**config.mk**
```make
export PLATFORM = sky130hd
export DESIGN_NAME = timed_blink_sequence_player
export DESIGN_NICKNAME = d
export VERILOG_FILES = /design/src/rtl/tbsp_pkg.sv /design/src/rtl/tbsp_ctrl.sv /design/src/rtl/tbsp_dp.sv /design/src/rtl/timed_blink_sequence_player.sv
export SDC_FILE = /design/constraint.sdc
export NUM_CORES = 2
export LEC_CHECK = 0
export ABC_CLOCK_PERIOD_IN_PS = 13900
export BUFFER_PORTS_ARGS = -buffer_cell sky130_fd_sc_hd__buf_2
export CELL_PAD_IN_SITES_DETAIL_PLACEMENT = 1
export CELL_PAD_IN_SITES_GLOBAL_PLACEMENT = 1
export CORE_ASPECT_RATIO = 2
export CORE_MARGIN = 8
export CORE_UTILIZATION = 55
export DETAILED_ROUTE_END_ITERATION = 12
export GPL_TIMING_DRIVEN = 0
export MAX_ROUTING_LAYER = met4
export PLACE_DENSITY_LB_ADDON = 0.05
export SLEW_MARGIN = 25
export SYNTH_ARGS = -nofsm -noshare
export SYNTH_HDL_FRONTEND = slang
export SYNTH_HIERARCHICAL = 1
export SYNTH_SLANG_ARGS = --single-unit
```
**constraint.sdc**
```tcl
create_clock -name i_clk -period 13.9 [get_ports i_clk]
set_clock_uncertainty 0.2 [all_clocks]
set_input_delay 0.695 -clock i_clk [delete_from_list [all_inputs] [get_ports i_clk]]
set_output_delay 0.695 -clock i_clk [all_outputs]
set_load 0.01 [all_outputs]
```
**src/rtl/tbsp_pkg.sv**
```systemverilog
// Shared types and constants for the timed blink sequence player.
// Used by tbsp_ctrl, tbsp_dp and timed_blink_sequence_player.
`timescale 1ns / 1ps
package tbsp_pkg;

    localparam int CHANNELS    = 4;
    localparam int TABLE_DEPTH = 16;
    localparam int TAB_AW      = $clog2(TABLE_DEPTH);
    localparam int CH_W        = $clog2(CHANNELS);
    localparam int LEN_W       = 5;
    localparam int TIME_W      = 32;
    localparam int LEVEL_W     = 8;
    localparam int LEN_MIN     = 2;

    typedef enum logic {
        OP_TICK  = 1'b0,
        OP_WRITE = 1'b1
    } t_opcode;

    typedef struct packed {
        logic [TIME_W-1:0]  start_time;
        logic [CH_W-1:0]    channel;
        logic [LEVEL_W-1:0] level;
        logic               start_on;
        logic [TIME_W-1:0]  on_time;
        logic [TIME_W-1:0]  off_time;
    } t_entry;

    // controller -> datapath
    typedef struct packed {
        logic tab_wr;    // write table entry from the input ports
        logic prep;      // range check of position, count one ms
        logic rd_scan;   // read entry at play position
        logic apply;     // apply the entry just read
        logic rd_chan;   // read entry bound to current channel
        logic upd;       // step current channel's phase
        logic load_out;  // capture levels into output register
    } t_cmd;

    // datapath -> controller
    typedef struct packed {
        logic due;       // entry start below elapsed time
        logic last;      // play position is the last entry in use
        logic ch_last;   // current channel is the last one
        logic out_free;  // output register can take a result
    } t_sts;

endpackage

```
**src/rtl/tbsp_ctrl.sv**
```systemverilog
// Sequencer for the timed blink sequence player.
// Depends on tbsp_pkg; drives the command struct of tbsp_dp.
`timescale 1ns / 1ps
module tbsp_ctrl (
    input  logic           i_clk,
    input  logic           i_rst_n,
    input  logic           i_valid,
    input  logic           i_opcode,
    output logic           o_stall,
    input  tbsp_pkg::t_sts i_sts,
    output tbsp_pkg::t_cmd o_cmd
);
    import tbsp_pkg::*;

    typedef enum logic [6:0] {
        S_IDLE   = 7'b0000001,
        S_PREP   = 7'b0000010,
        S_FETCH  = 7'b0000100,
        S_CHECK  = 7'b0001000,
        S_UFETCH = 7'b0010000,
        S_UPD    = 7'b0100000,
        S_OUT    = 7'b1000000
    } t_state;

    t_state r_state, n_state;

    always_ff @(posedge i_clk) begin
        if (!i_rst_n) begin
            r_state <= S_IDLE;
        end else begin
            r_state <= n_state;
        end
    end

    assign o_stall = (r_state != S_IDLE);

    always_comb begin
        n_state = r_state;
        o_cmd   = '0;
        unique case (r_state)
            S_IDLE: begin
                if (i_valid) begin
                    if (t_opcode'(i_opcode) == OP_WRITE) begin
                        o_cmd.tab_wr = 1'b1;
                    end else begin
                        n_state = S_PREP;
                    end
                end
            end
            S_PREP: begin
                o_cmd.prep = 1'b1;
                n_state    = S_FETCH;
            end
            S_FETCH: begin
                o_cmd.rd_scan = 1'b1;
                n_state       = S_CHECK;
            end
            S_CHECK: begin
                if (i_sts.due) begin
                    o_cmd.apply = 1'b1;
                    n_state     = i_sts.last ? S_UFETCH : S_FETCH;
                end else begin
                    n_state = S_UFETCH;
                end
            end
            S_UFETCH: begin
                o_cmd.rd_chan = 1'b1;
                n_state       = S_UPD;
            end
            S_UPD: begin
                o_cmd.upd = 1'b1;
                n_state   = i_sts.ch_last ? S_OUT : S_UFETCH;
            end
            S_OUT: begin
                if (i_sts.out_free) begin
                    o_cmd.load_out = 1'b1;
                    n_state        = S_IDLE;
                end
            end
            default: n_state = S_IDLE;
        endcase
    end

endmodule

```
**src/rtl/tbsp_dp.sv**
```systemverilog
// Datapath: entry table memory, play state, channel phase state, result register.
// Depends on tbsp_pkg; commanded by tbsp_ctrl.
`timescale 1ns / 1ps
module tbsp_dp (
    input  logic                              i_clk,
    input  logic                              i_rst_n,
    input  tbsp_pkg::t_cmd                    i_cmd,
    output tbsp_pkg::t_sts                    o_sts,
    input  logic [tbsp_pkg::TAB_AW-1:0]       i_entry_index,
    input  logic [tbsp_pkg::TIME_W-1:0]       i_start_time,
    input  logic [tbsp_pkg::CH_W-1:0]         i_target_channel,
    input  logic [tbsp_pkg::LEVEL_W-1:0]      i_on_level,
    input  logic                              i_start_on,
    input  logic [tbsp_pkg::TIME_W-1:0]       i_on_duration,
    input  logic [tbsp_pkg::TIME_W-1:0]       i_off_duration,
    input  logic                              i_cfg_wr,
    input  logic [tbsp_pkg::LEN_W-1:0]        i_cfg_data,
    input  logic                              i_out_stall,
    output logic                              o_out_valid,
    output logic [tbsp_pkg::LEVEL_W-1:0]      o_level [tbsp_pkg::CHANNELS],
    output logic [tbsp_pkg::TAB_AW-1:0]       o_position
);
    import tbsp_pkg::*;

    // entry table
    t_entry             r_tab [TABLE_DEPTH];
    t_entry             r_rd;
    logic [TAB_AW-1:0]  rd_addr;

    // play state
    logic [LEN_W-1:0]   r_table_length;
    logic [TIME_W-1:0]  r_elapsed;
    logic [TAB_AW-1:0]  r_next;
    logic [CH_W-1:0]    r_ch;

    // channel state
    logic               r_bound   [CHANNELS];
    logic [TAB_AW-1:0]  r_centry  [CHANNELS];
    logic               r_phase   [CHANNELS];
    logic [TIME_W-1:0]  r_cnt     [CHANNELS];
    logic [LEVEL_W-1:0] r_level   [CHANNELS];

    // result register
    logic               r_out_valid;
    logic [LEVEL_W-1:0] r_out_level [CHANNELS];
    logic [TAB_AW-1:0]  r_out_pos;

    logic [LEN_W-1:0]   len;
    logic               pos_bad;
    logic [TIME_W-1:0]  cnt_inc;
    logic [TIME_W-1:0]  cnt_lim;
    logic [CHANNELS-1:0] lit_unbound;

    // effective length, saturated to 2..TABLE_DEPTH
    always_comb begin
        if (r_table_length < LEN_W'(LEN_MIN)) begin
            len = LEN_W'(LEN_MIN);
        end else if (r_table_length > LEN_W'(TABLE_DEPTH)) begin
            len = LEN_W'(TABLE_DEPTH);
        end else begin
            len = r_table_length;
        end
    end

    assign pos_bad = ({1'b0, r_next} >= len) || (r_next == '0);
    assign rd_addr = i_cmd.rd_chan ? r_centry[r_ch] : r_next;
    assign cnt_inc = r_cnt[r_ch] + TIME_W'(1);
    assign cnt_lim = r_phase[r_ch] ? r_rd.on_time : r_rd.off_time;

    assign o_sts.due      = (r_rd.start_time < r_elapsed);
    assign o_sts.last     = ({1'b0, r_next} == (len - LEN_W'(1)));
    assign o_sts.ch_last  = (r_ch == CH_W'(CHANNELS - 1));
    assign o_sts.out_free = !r_out_valid || !i_out_stall;

    // table memory: one write port, one registered read port
    always_ff @(posedge i_clk) begin
        if (i_cmd.tab_wr) begin
            r_tab[i_entry_index] <= '{start_time: i_start_time,
                                      channel:    i_target_channel,
                                      level:      i_on_level,
                                      start_on:   i_start_on,
                                      on_time:    i_on_duration,
                                      off_time:   i_off_duration};
        end
        if (i_cmd.rd_scan || i_cmd.rd_chan) begin
            r_rd <= r_tab[rd_addr];
        end
    end

    always_ff @(posedge i_clk) begin
        if (!i_rst_n) begin
            r_table_length <= LEN_W'(LEN_MIN);
            r_elapsed      <= '0;
            r_next         <= TAB_AW'(1);
            r_ch           <= '0;
        end else begin
            if (i_cfg_wr) begin
                r_table_length <= i_cfg_data;
            end
            if (i_cmd.prep) begin
                r_ch <= '0;
                if (pos_bad) begin
                    r_next    <= TAB_AW'(1);
                    r_elapsed <= TIME_W'(1);
                end else begin
                    r_elapsed <= r_elapsed + TIME_W'(1);
                end
            end
            if (i_cmd.apply) begin
                if (o_sts.last) begin
                    r_next    <= TAB_AW'(1);
                    r_elapsed <= '0;
                end else begin
                    r_next <= r_next + TAB_AW'(1);
                end
            end
            if (i_cmd.upd) begin
                r_ch <= r_ch + CH_W'(1);
            end
        end
    end

    always_ff @(posedge i_clk) begin
        if (!i_rst_n) begin
            for (int c = 0; c < CHANNELS; c++) begin
                r_bound[c]  <= 1'b0;
                r_centry[c] <= '0;
                r_phase[c]  <= 1'b0;
                r_cnt[c]    <= '0;
                r_level[c]  <= '0;
            end
        end else if (i_cmd.apply) begin
            r_bound[r_rd.channel]  <= 1'b1;
            r_centry[r_rd.channel] <= r_next;
            r_cnt[r_rd.channel]    <= '0;
            r_phase[r_rd.channel]  <= r_rd.start_on;
            r_level[r_rd.channel]  <= r_rd.start_on ? r_rd.level : '0;
        end else if (i_cmd.upd && r_bound[r_ch]) begin
            if (cnt_inc > cnt_lim) begin
                r_cnt[r_ch]   <= '0;
                r_phase[r_ch] <= !r_phase[r_ch];
                r_level[r_ch] <= r_phase[r_ch] ? '0 : r_rd.level;
            end else begin
                r_cnt[r_ch] <= cnt_inc;
            end
        end
    end

    // result register
    always_ff @(posedge i_clk) begin
        if (!i_rst_n) begin
            r_out_valid <= 1'b0;
        end else if (i_cmd.load_out) begin
            r_out_valid <= 1'b1;
        end else if (!i_out_stall) begin
            r_out_valid <= 1'b0;
        end
    end

    always_ff @(posedge i_clk) begin
        if (i_cmd.load_out) begin
            r_out_level <= r_level;
            r_out_pos   <= r_next;
        end
    end

    assign o_out_valid = r_out_valid;
    assign o_level     = r_out_level;
    assign o_position  = r_out_pos;

    always_comb begin
        for (int c = 0; c < CHANNELS; c++) begin
            lit_unbound[c] = !r_bound[c] && (r_level[c] != '0);
        end
    end

    // assertions
    a_pos_nonzero: assert property (@(posedge i_clk) disable iff (!i_rst_n)
        r_next != '0)
        else $error("play position reached the header entry");

    a_dark_unbound: assert property (@(posedge i_clk) disable iff (!i_rst_n)
        lit_unbound == '0)
        else $error("unbound channel is lit");

    a_wrap_clears: assert property (@(posedge i_clk) disable iff (!i_rst_n)
        i_cmd.apply && o_sts.last |=> (r_elapsed == '0) && (r_next == TAB_AW'(1)))
        else $error("loop wrap did not restart time and position");

    a_no_overwrite: assert property (@(posedge i_clk) disable iff (!i_rst_n)
        r_out_valid && i_out_stall |=> $stable(r_out_pos) && r_out_valid)
        else $error("pending result overwritten");

endmodule

```
**src/rtl/timed_blink_sequence_player.sv**
```systemverilog
// Top level of the timed blink sequence player.
// Depends on tbsp_pkg, tbsp_ctrl and tbsp_dp.
`timescale 1ns / 1ps
// Usage
//   Input channel (i_valid / o_stall): one request per item. opcode OP_WRITE
//   loads table entry i_entry_index in the accept cycle and returns nothing.
//   opcode OP_TICK counts one millisecond, walks the table from the play
//   position applying entries in order while their start time is below
//   elapsed time, then steps the four channel phase counters and returns one result.
//   Output channel (o_valid / i_stall): channel levels and play position.
//   Config channel (i_cfg_valid / o_cfg_ready): table_length, always ready;
//   write it only while no tick is in flight.
// Sequence
//   A tick runs a prepare step, a table scan that ends at the first entry
//   not yet due or after applying the last entry in use, a pass over all
//   channels and an output step: each table or channel step is one read
//   of the entry memory followed by one evaluate step.
//   o_stall is high from acceptance of a tick until its result is stored.
//   A result waits in the output register while i_stall is high; writes
//   are still taken, and a further tick finishes its work and then holds
//   in its final step until the register frees.
// Reset (synchronous, i_rst_n low): time 0, position 1, all channels
//   unbound and dark, table_length 2. Table contents are not cleared.
module timed_blink_sequence_player (
    input  logic                              i_clk,
    input  logic                              i_rst_n,
    // input channel
    input  logic                              i_valid,
    output logic                              o_stall,
    input  logic                              i_opcode,
    input  logic [tbsp_pkg::TAB_AW-1:0]       i_entry_index,
    input  logic [tbsp_pkg::TIME_W-1:0]       i_start_time,
    input  logic [tbsp_pkg::CH_W-1:0]         i_target_channel,
    input  logic [tbsp_pkg::LEVEL_W-1:0]      i_on_level,
    input  logic                              i_start_on,
    input  logic [tbsp_pkg::TIME_W-1:0]       i_on_duration,
    input  logic [tbsp_pkg::TIME_W-1:0]       i_off_duration,
    // config channel
    input  logic                              i_cfg_valid,
    output logic                              o_cfg_ready,
    input  logic [tbsp_pkg::LEN_W-1:0]        i_cfg_data,
    // output channel
    output logic                              o_valid,
    input  logic                              i_stall,
    output logic [tbsp_pkg::LEVEL_W-1:0]      o_level_ch0,
    output logic [tbsp_pkg::LEVEL_W-1:0]      o_level_ch1,
    output logic [tbsp_pkg::LEVEL_W-1:0]      o_level_ch2,
    output logic [tbsp_pkg::LEVEL_W-1:0]      o_level_ch3,
    output logic [tbsp_pkg::TAB_AW-1:0]       o_play_position
);
    import tbsp_pkg::*;

    t_cmd               cmd;
    t_sts               sts;
    logic [LEVEL_W-1:0] level [CHANNELS];

    // register is always writable
    assign o_cfg_ready = 1'b1;

    tbsp_ctrl u_ctrl (
        .i_clk    (i_clk),
        .i_rst_n  (i_rst_n),
        .i_valid  (i_valid),
        .i_opcode (i_opcode),
        .o_stall  (o_stall),
        .i_sts    (sts),
        .o_cmd    (cmd)
    );

    tbsp_dp u_dp (
        .i_clk            (i_clk),
        .i_rst_n          (i_rst_n),
        .i_cmd            (cmd),
        .o_sts            (sts),
        .i_entry_index    (i_entry_index),
        .i_start_time     (i_start_time),
        .i_target_channel (i_target_channel),
        .i_on_level       (i_on_level),
        .i_start_on       (i_start_on),
        .i_on_duration    (i_on_duration),
        .i_off_duration   (i_off_duration),
        .i_cfg_wr         (i_cfg_valid && o_cfg_ready),
        .i_cfg_data       (i_cfg_data),
        .i_out_stall      (i_stall),
        .o_out_valid      (o_valid),
        .o_level          (level),
        .o_position       (o_play_position)
    );

    // fixed four level ports
    assign o_level_ch0 = level[0];
    assign o_level_ch1 = level[1];
    assign o_level_ch2 = level[2];
    assign o_level_ch3 = level[3];

endmodule
```
==> reports/results.ini <==
[finish]
drive_above_1_share_pct=26.5
syn2layout_area_growth_pct=15.1
nets=4723

[clock_network]
cts-root-buf=clkbuf_16
clock-sinks=2092
cts_resized=0
cts_buffers=183
cts_tree=yes
clkSlewWorstSetupHoldPaths_ns=0.07
htree_levels=4
worstSkewPairLatency_ns=0.82
clockBufferDepth=4

[setup_path]
arrival_ns=7.05
r2r_cells=17
path_max_fanout=10
end_kind=register
r2r_end=u_dp/r_cnt[0][6]
path_class=reg -> reg
cp-start-kind=register
crit_path_end=u_dp/r_cnt[0][6]
reg2reg_slack_ns=7.30
crit_required_ns=14.36

[global_routing]
grt_max_degree=39
use_met3_pct=4.45
grtUsageMet1_pct=32.2
use_met2_pct=50.0
grt_pass1_wl_um=319000
grt_overflow=0
busiest_layer=met2
grt_antenna_before_repair=43
grt_pass1_vias=44800
grt_usage_pct=28.5

[timing]
max_slew.worst_pin.slew_ns=1.11
fmax_ghz=0.152
rsz0062_at_grt=false
slew_viol_final=0
period_share_pct=47.5
finalSetupTns_ns=0
slew-limit-headroom_pct=25.8
min_period_ns=6.60
setup_viol=0
hold_violations=0

[synthesis]
synthArstFlopShare_pct=0
synth_nets=4189
ys_ff_latch=2092
ys_seq_area_share_pct=76.0
synth_enable_flop_cells=2001
synthesis.area_um2=81400
synthCells=3991
synth.avg_cell_area_um2=20.4
synthDistinctLibCells=82
synth_warnings=6
synth-main-ff-cell=edfxtp_1

[place]
io_buffer_count=158
globalplace.congestion=0.815
detailed_place_hpwl_um=155000

[routing]
ant_nets=0
drc_errors=0
dr.pass1.iters=7
wl_per_cell_um=33.8
dr_total_vias=41800
wl_um=223000
first_iter_violations=3571
vias_per_cell=6.33

[status]
outcome=complete, no violations

[flow_run]
max-cap-violations=0

[pwr]
ir_drop_mv=0.126
power.leakage_nw=30.7
cellPowerDensity_nw_per_um2=131
fin_total_pwr_mw=12.2

[floorplan]
dieWidth_um=288
die_area_um2=161000
die_h_um=560
rows=199
initial_utilization_pct=55.4
io-pin-count=161
core_um2=147000

[worst_hold_path]
holdCritStartpoint=i_off_duration[11]
min_path_type=in -> reg

-- metrics by stage --
step	instance area, µm²	instances	util [%]	setup WS [ns]	hold slack [ns]
after floorplan	81400	3991	-	3.91	0.208
after global placement	84600	6058	57.6	-6.10	0.215
after detailed placement	87700	6238	59.7	7.30	0.218
after CTS	93600	6572	63.7	7.27	0.0000107
after global routing	93700	6607	63.8	7.07	0.0370
final	93700	6609	63.8	7.30	0.0418
-- metal layers --
metal  up-vias  wire length (µm)  share of wire [%]
met4         0             11000                4.9
met5         -                 0                  0
li1      17400                 -                  -
met1     22400             79000                 35
met2      1588            120000                 54
met3       409             13400                6.0
-- sequential cells by signal (all words and copies together), names as in the netlist, 5 cells and up, named ones only --
name and cells:
u_dp/r_cnt 128, u_dp/r_elapsed 32, u_dp/r_tab 1712, u_dp/o_level 32, u_dp/r_rd 107, u_ctrl/r_state 7
u_dp/r_table_length 5, u_dp/r_level 32, u_dp/r_centry 16
-- where the power goes --
part	total (mW)	internal [mW]	switching, mW
Combinational	0.250	0.0717	0.178
Sequential	6.97	6.95	0.0169
Clock	5.02	2.80	2.22
Total	12.2	9.82	2.42
-- how the worst min path moves through the flow --
stage          slack (ns)  cells after the start                 to
2_1_floorplan        0.21                      0   u_dp/o_level[16]
3_5_place_dp         0.22                      0   u_dp/o_level[22]
4_1_cts           0.00001                      1  u_dp/r_tab[9][14]
5_1_grt              0.04                      1  u_dp/r_tab[9][56]
3_3_place_gp         0.22                      0    u_dp/o_level[7]
6_report             0.04                      1  u_dp/r_tab[9][11]
-- cell usage in the layout (no fill, tap or decap), drive strengths merged, types with 37 or more instances in the layout --
cell       n
clkbuf   286
clkinv    60
edfxtp  2001
buf      480
xnor2     41
diode     37
nor2     229
ha        76
mux2i     60
mux4     466
nand2    208
dfxtp     91
a22oi    216
nand3     46
inv       83
-- cells in the mapped netlist, types with 20 or more instances --
cell,n,share of area [%]
clkbuf_1,49,0.23
edfxtp_1,2001,74
ha_1,76,1.2
nand2_1,207,0.95
buf_4,35,0.32
mux4_2,448,12
nand4_1,20,0.15
buf_2,83,0.51
dfxtp_1,91,2.2
a22oi_1,216,2.0
nand3_1,45,0.28
nor2_1,224,1.0
nor3_1,29,0.18
mux2i_1,58,0.71
a21o_1,20,0.18
xor2_1,22,0.24
inv_1,80,0.37
xnor2_1,40,0.43
a21oi_1,31,0.19
-- cells by family after synthesis --
| family | share of synthesized area (%) |
|---|---|
| DFF | 76.0 |
| and+or+nand+nor | 3.41 |
| muxes | 13.8 |
| AOI/OAI and AO/OA | 3.17 |
| buffers and inverters | 1.74 |
| adders and majority gates | 1.17 |
| xor gates and xnor gates | 0.687 |
| other | 0.00461 |
-- worst max-delay path: stages, from the launching register on --
cell	delay (ns)
dfxtp_1	0.34
buf_2	0.30
buf_2	0.38
buf_2	0.36
mux4_2	0.30
clkbuf_1	0.58
buf_2	0.52
mux2i_1	0.67
ha_1	0.25
nand4_1	0.16
or4_1	0.68
nor2b_1	0.30
a21o_1	0.18
nand3_2	0.21
or2_2	0.36
clkbuf_1	0.21
buf_2	0.27
nor2_1	0.14
-- cell type report --
| cell class | instances | area [µm²] |
|---|---|---|
| sequential | 2092 | 61900 |
| fill | 12200 | 53200 |
| multi-input combinational | 1625 | 18200 |
| clock buffer | 235 | 4890 |
| timing repair buffer | 349 | 3870 |
| tap | 1909 | 2390 |
| buffer | 193 | 1110 |
| clock inverter | 88 | 878 |
| inverter | 81 | 304 |
| antenna | 37 | 92.6 |
-- repair_timing --
action                    4_1_cts  5_1_grt
hold endpoints to repair       56        0
hold buffers                   11        0
setup buffers                   0        0
(Power assumes the default switching activity.)
